[src/hdl/lzfd_pkg.sv]
// Package: shared types and constants for the flag-bit LZ decompressor.
package lzfd_pkg;

    localparam int WINDOW_DEPTH_DEFAULT = 8192;
    localparam int OUT_LANES_DEFAULT = 4;
    localparam int SRC_LEN_W = 24;
    localparam int LEFT_W = 25;
    localparam int WORD_W = 32;
    localparam int CNT_W = 3;
    localparam int FLAG_CNT_W = 5;
    localparam int RUN_W = 9;
    localparam int DIST_W = 13;
    localparam logic [7:0] COUNT_MASK = 8'h07;
    localparam logic [7:0] DIST_HI_MASK = 8'hF8;
    localparam int DIST_HI_SHIFT = 5;
    localparam logic [FLAG_CNT_W-1:0] DESC_FLAGS = 5'h10;
    localparam logic [7:0] EXT_END = 8'h00;
    localparam logic [7:0] EXT_SKIP = 8'h01;
    localparam logic [SRC_LEN_W-1:0] USED_MAX = '1;

    typedef enum logic [3:0] {
        PH_DESC_LO,
        PH_DESC_HI,
        PH_FLAG_A,
        PH_FLAG_B,
        PH_FLAG_C1,
        PH_FLAG_C2,
        PH_LITERAL,
        PH_SHORT_DIST,
        PH_LONG_LO,
        PH_LONG_HI,
        PH_EXTEND,
        PH_DONE
    } phase_t;

    typedef enum logic [2:0] {
        ST_IDLE,
        ST_FLAGS,
        ST_COPY_RD,
        ST_COPY_WR,
        ST_FLUSH,
        ST_END
    } state_t;

    // controller -> datapath
    typedef struct packed {
        logic take_byte;     // latch input byte, count it
        logic flag_step;     // consume one descriptor flag
        logic copy_start;    // decode latched byte: descriptor, literal or copy command
        logic copy_read;     // issue history read
        logic copy_write;    // write read data
        logic flush;         // emit partial word
        logic emit_end;      // emit end item
        logic mark_last;     // this emission ends the byte's results
    } cmd_t;

    // datapath -> controller
    typedef struct packed {
        logic     out_busy;
        logic     flags_pending;
        logic     copy_left;
        phase_t   phase;
        logic     is_end_byte;
    } status_t;

endpackage

[src/hdl/lzfd_control.sv]
// Controller: sequences byte intake, flag stepping, copy loop and result emission.
module lzfd_control (
    input  logic                clk,
    input  logic                rst_n,
    input  logic                source_valid,
    output logic                source_stall,
    input  lzfd_pkg::status_t   status,
    output lzfd_pkg::cmd_t      cmd
);
    import lzfd_pkg::*;

    state_t state_reg, state_next;

    // any emission waits until the output register can take it
    always_comb
    begin
        state_next = state_reg;
        unique case (state_reg)
            ST_IDLE:
                if (source_valid && status.phase != PH_DONE && !status.out_busy)
                    state_next = ST_END;
            ST_END:
                if (!status.out_busy)
                begin
                    if (status.is_end_byte)
                        state_next = ST_IDLE;
                    else
                        state_next = ST_FLAGS;
                end
            ST_FLAGS:
                if (!status.flags_pending)
                    state_next = status.copy_left ? ST_COPY_RD : ST_FLUSH;
            ST_COPY_RD:
                state_next = status.copy_left ? ST_COPY_WR : ST_FLUSH;
            ST_COPY_WR:
                if (!status.out_busy)
                    state_next = ST_COPY_RD;
            ST_FLUSH:
                if (status.copy_left)
                    state_next = ST_COPY_RD;
                else if (!status.out_busy)
                    state_next = ST_IDLE;
            default:
                state_next = ST_IDLE;
        endcase
    end

    always_comb
    begin
        cmd = '0;
        source_stall = 1'b1;
        unique case (state_reg)
            ST_IDLE:
            begin
                // after the end item, transfers are taken and dropped
                source_stall = (status.phase != PH_DONE) && status.out_busy;
                cmd.take_byte = source_valid && !source_stall && status.phase != PH_DONE;
            end
            ST_END:
                if (!status.out_busy)
                begin
                    cmd.copy_start = 1'b1;
                    cmd.emit_end = status.is_end_byte;
                    cmd.mark_last = 1'b0;
                end
            ST_FLAGS:
                cmd.flag_step = status.flags_pending;
            ST_COPY_RD:
                cmd.copy_read = status.copy_left;
            ST_COPY_WR:
                if (!status.out_busy)
                begin
                    cmd.copy_write = 1'b1;
                end
            ST_FLUSH:
                if (!status.out_busy && !status.copy_left)
                begin
                    cmd.flush = 1'b1;
                    cmd.mark_last = 1'b1;
                end
            default: ;
        endcase
    end

    always_ff @(posedge clk or negedge rst_n)
    begin
        if (!rst_n)
            state_reg <= ST_IDLE;
        else
            state_reg <= state_next;
    end

endmodule
[config.mk]
export PLATFORM = sky130hd
export DESIGN_NAME = lzfd_control
export DESIGN_NICKNAME = d
export VERILOG_FILES = /design/src/hdl/lzfd_pkg.sv /design/src/hdl/lzfd_control.sv
export SDC_FILE = /design/constraint.sdc
export NUM_CORES = 1
export LEC_CHECK = 0
export BUFFER_PORTS_ARGS = -buffer_cell sky130_fd_sc_hd__clkbuf_2
export CAP_MARGIN = 20
export CORE_AREA = 2 2 39 41
export CTS_CLUSTER_DIAMETER = 120
export CTS_CLUSTER_SIZE = 12
export DETAILED_ROUTE_END_ITERATION = 10
export DIE_AREA = 0 0 41 43
export PLACE_DENSITY = 0.54
export SLEW_MARGIN = 20
export SYNTH_ARGS = -nofsm -noshare
export SYNTH_HDL_FRONTEND = slang
export SYNTH_SLANG_ARGS = --single-unit
[constraint.sdc]
create_clock -name clk -period 2.75 [get_ports clk]
set_input_delay 0.6875 -clock clk [delete_from_list [all_inputs] [get_ports clk]]
set_output_delay 0.6875 -clock clk [all_outputs]
set_load 0.02 [all_outputs]
==> impl_metrics.env <==
export IMPL_ys_flop_type="dfrtp_1"
export IMPL_cts_inserted_buffers=3
export IMPL_globalRouteOverflowTotal=0
export IMPL_met3_usage_pct=4.71
export IMPL_grt_pass1_vias=303
export IMPL_layout_drive_gt1_share_pct=46.7
export IMPL_post_cts_buffers=0
export IMPL_vias=353
export IMPL_syn_to_final_growth_pct=28.8
export IMPL_die_h_microns=43
export IMPL_ys_types=28
export IMPL_cts_tree="done"
export IMPL_drt_first_pass_iters=2
export IMPL_crit_fanout=7
export IMPL_fin_crit_sh_pct=78.9
export IMPL_diodes=0
export IMPL_grt_start_max_net_pins=13
export IMPL_reg2reg_slack_ps=1490
export IMPL_rr_endpoint="state_reg[2]"
export IMPL_use_met1_pct=15.4
export IMPL_drv_slew=0
export IMPL_grt_usage_pct=10.3
export IMPL_switchingPower_w=0.000210
export IMPL_die_width_microns=41
export IMPL_cts_resized=0
export IMPL_drc=0
export IMPL_busiest_layer="met1"
export IMPL_clkPwrFrac_pct=17.3
export IMPL_gp_congestion=0.700
export IMPL_switching_share_pct=47.4
export IMPL_r2r_cells=3
export IMPL_insertion_delay_ps=230
export IMPL_seqPwrFrac_pct=31.3
export IMPL_wl_per_cell_microns=9.95
export IMPL_slew_headroom_pct=69.3
export IMPL_grt_setup_unrepaired="false"
export IMPL_syn_avg_cell_area_sq_um=8.79
export IMPL_period_needed_ps=2170
export IMPL_timing_max_cap_violations=0
export IMPL_fillers=158
export IMPL_worstHoldPathType="in2async"
export IMPL_power_density_nw_per_um2=954
export IMPL_io_buffers=19
export IMPL_ys_ff_latch=3
export IMPL_power_share_combinational_pct=51.4
export IMPL_grt_pass1_wl_microns=1250
export IMPL_crit_start="status[7]"
export IMPL_ys_warn_count=0
export IMPL_worst_setup_path_end_kind="output port"
export IMPL_leakage_nw=0.226
export IMPL_core_rowCount=14
export IMPL_layout_commonest_cell="clkbuf_2"
export IMPL_syn_cell_area_sq_um=360
export IMPL_largest_reg_flops=3
export IMPL_nNetsFinal=72
export IMPL_h_tree_depth=1
export IMPL_antenna_found_initial=0
export IMPL_status="finished clean"
export IMPL_cts_buffer_depth=2
export IMPL_cp_required_ps=2060
export IMPL_pre_cts_ws_ps=578
export IMPL_grtUsageMet2_pct=13.4
export IMPL_ys_seq_area_share_pct=20.8
export IMPL_dp_hpwl_microns=588
export IMPL_finalClockSkew_ps=0.208
export IMPL_critPathArrivalTime_ps=1480
export IMPL_ir_worst_vdd_mv=0.330
export IMPL_fin_ws_ps=581
export IMPL_viasPerCell=4.64
export IMPL_cts_sinks=3
export IMPL_io_pins=20
export IMPL_start_util_pct=26.0
export IMPL_clk_pin_slew_ps=40
export IMPL_intPower_w=0.000233
export IMPL_endpoint="cmd[0]"
export IMPL_setup_viol=0
export IMPL_synthArstFlopShare_pct=100
export IMPL_mostFrequentLayoutCells="clkbuf_2 (19), nor2_1 (3), nand2_1 (3), clkbuf_4 (3), dfrtp_1 (3)"
export IMPL_hold_viol=0
export IMPL_ctsHoldBuffers=0
export IMPL_synthCells=41
export IMPL_path_class="in2out"
export IMPL_ctsRootBufferMaster="clkbuf_4"
export IMPL_worst_pin_slew_ps=461
export IMPL_wirelength_microns=756
export IMPL_synth_edff_count=0
export IMPL_critPathLaunchType="input pin"
export IMPL_fmax_mhz=461
export IMPL_drtIter0Drc=2
export IMPL_ant_nets=0
export IMPL_die_area_sq_um=1760
export IMPL_fin_setup_tns_ps=0
export IMPL_synth_nets=52
export IMPL_reg2reg_from="state_reg[2]"
export IMPL_core_sq_um=1380
[metal layers]
layer,wire length (microns),vias up
met5,0,-
met4,0,0
met3,69,0
met2,310,18
met1,375,150
li1,-,185
[cell usage after synthesis, types with 2 or more instances]
cell      number  area share, %
nand2_1        3            3.1
nor2b_1        2            3.5
nand3_1        2            2.8
buf_4          2            4.2
nand2b_1       2            3.5
nor2_1         3            3.1
nor4_1         2            3.5
buf_6          2            6.2
dfrtp_1        3             21
inv_1          2            2.1
[stage by stage]
step	std cells	cell area, sq um	util [%]	hold WS (ps)	power [W]
finish	76	464	33.5	243	0.000443
global route	76	464	33.5	228	0.000486
global placement	72	438	31.6	487	0.000372
CTS	76	464	33.5	237	0.000452
detailed placement	72	438	31.6	488	0.000370
floorplan	41	360	-	392	0.000347
[worst max-delay path, stage by stage]
cell and delay (ps):
clkbuf_2 130, nand2b_1 170, nor4_1 260, clkbuf_2 230
[power groups by stage]
| stage | clock network [W] | logic, W | registers, W |
|---|---|---|---|
| floorplan | 0 | 0.000270 | 0.0000772 |
| global placement | 0 | 0.000232 | 0.000140 |
| detailed placement | 0 | 0.000231 | 0.000138 |
| CTS | 0.0000811 | 0.000232 | 0.000138 |
| global route | 0.0000883 | 0.000252 | 0.000146 |
| finish | 0.0000768 | 0.000227 | 0.000139 |
[worst min path at each step]
stage	from	to	slack (ps)	cells past startpoint
final	rst_n	state_reg[0]	240	1
after global routing	rst_n	state_reg[1]	230	1
after CTS	rst_n	state_reg[1]	240	1
after detailed placement	rst_n	state_reg[1]	490	1
after global placement	rst_n	state_reg[1]	490	1
after floorplan	rst_n	state_reg[0]	390	0
[logic make-up (layout without fill, tap and decap cells)]
kind of cell | Yosys count | in the layout | synth area share, %
AOI/OAI and AO/OA | 8 | 8 | 20.1
xor gates and xnor gates | 1 | 1 | 2.43
buffers and inverters | 6 | 25 | 12.5
DFF | 3 | 3 | 20.8
muxes | 1 | 1 | 2.78
and+or+nand+nor | 22 | 22 | 41.3
[layout make-up]
type | instances | area [sq um] | area share, %
Clock buffer | 4 | 26.3 | 5.66
Timing Repair Buffer | 19 | 95.1 | 20.5
Inverter | 2 | 7.51 | 1.62
Tap cell | 16 | 20.0 | 4.31
Sequential cell | 3 | 75.1 | 16.2
Multi-Input combinational cell | 32 | 240 | 51.8
(Power assumes the default switching activity.)
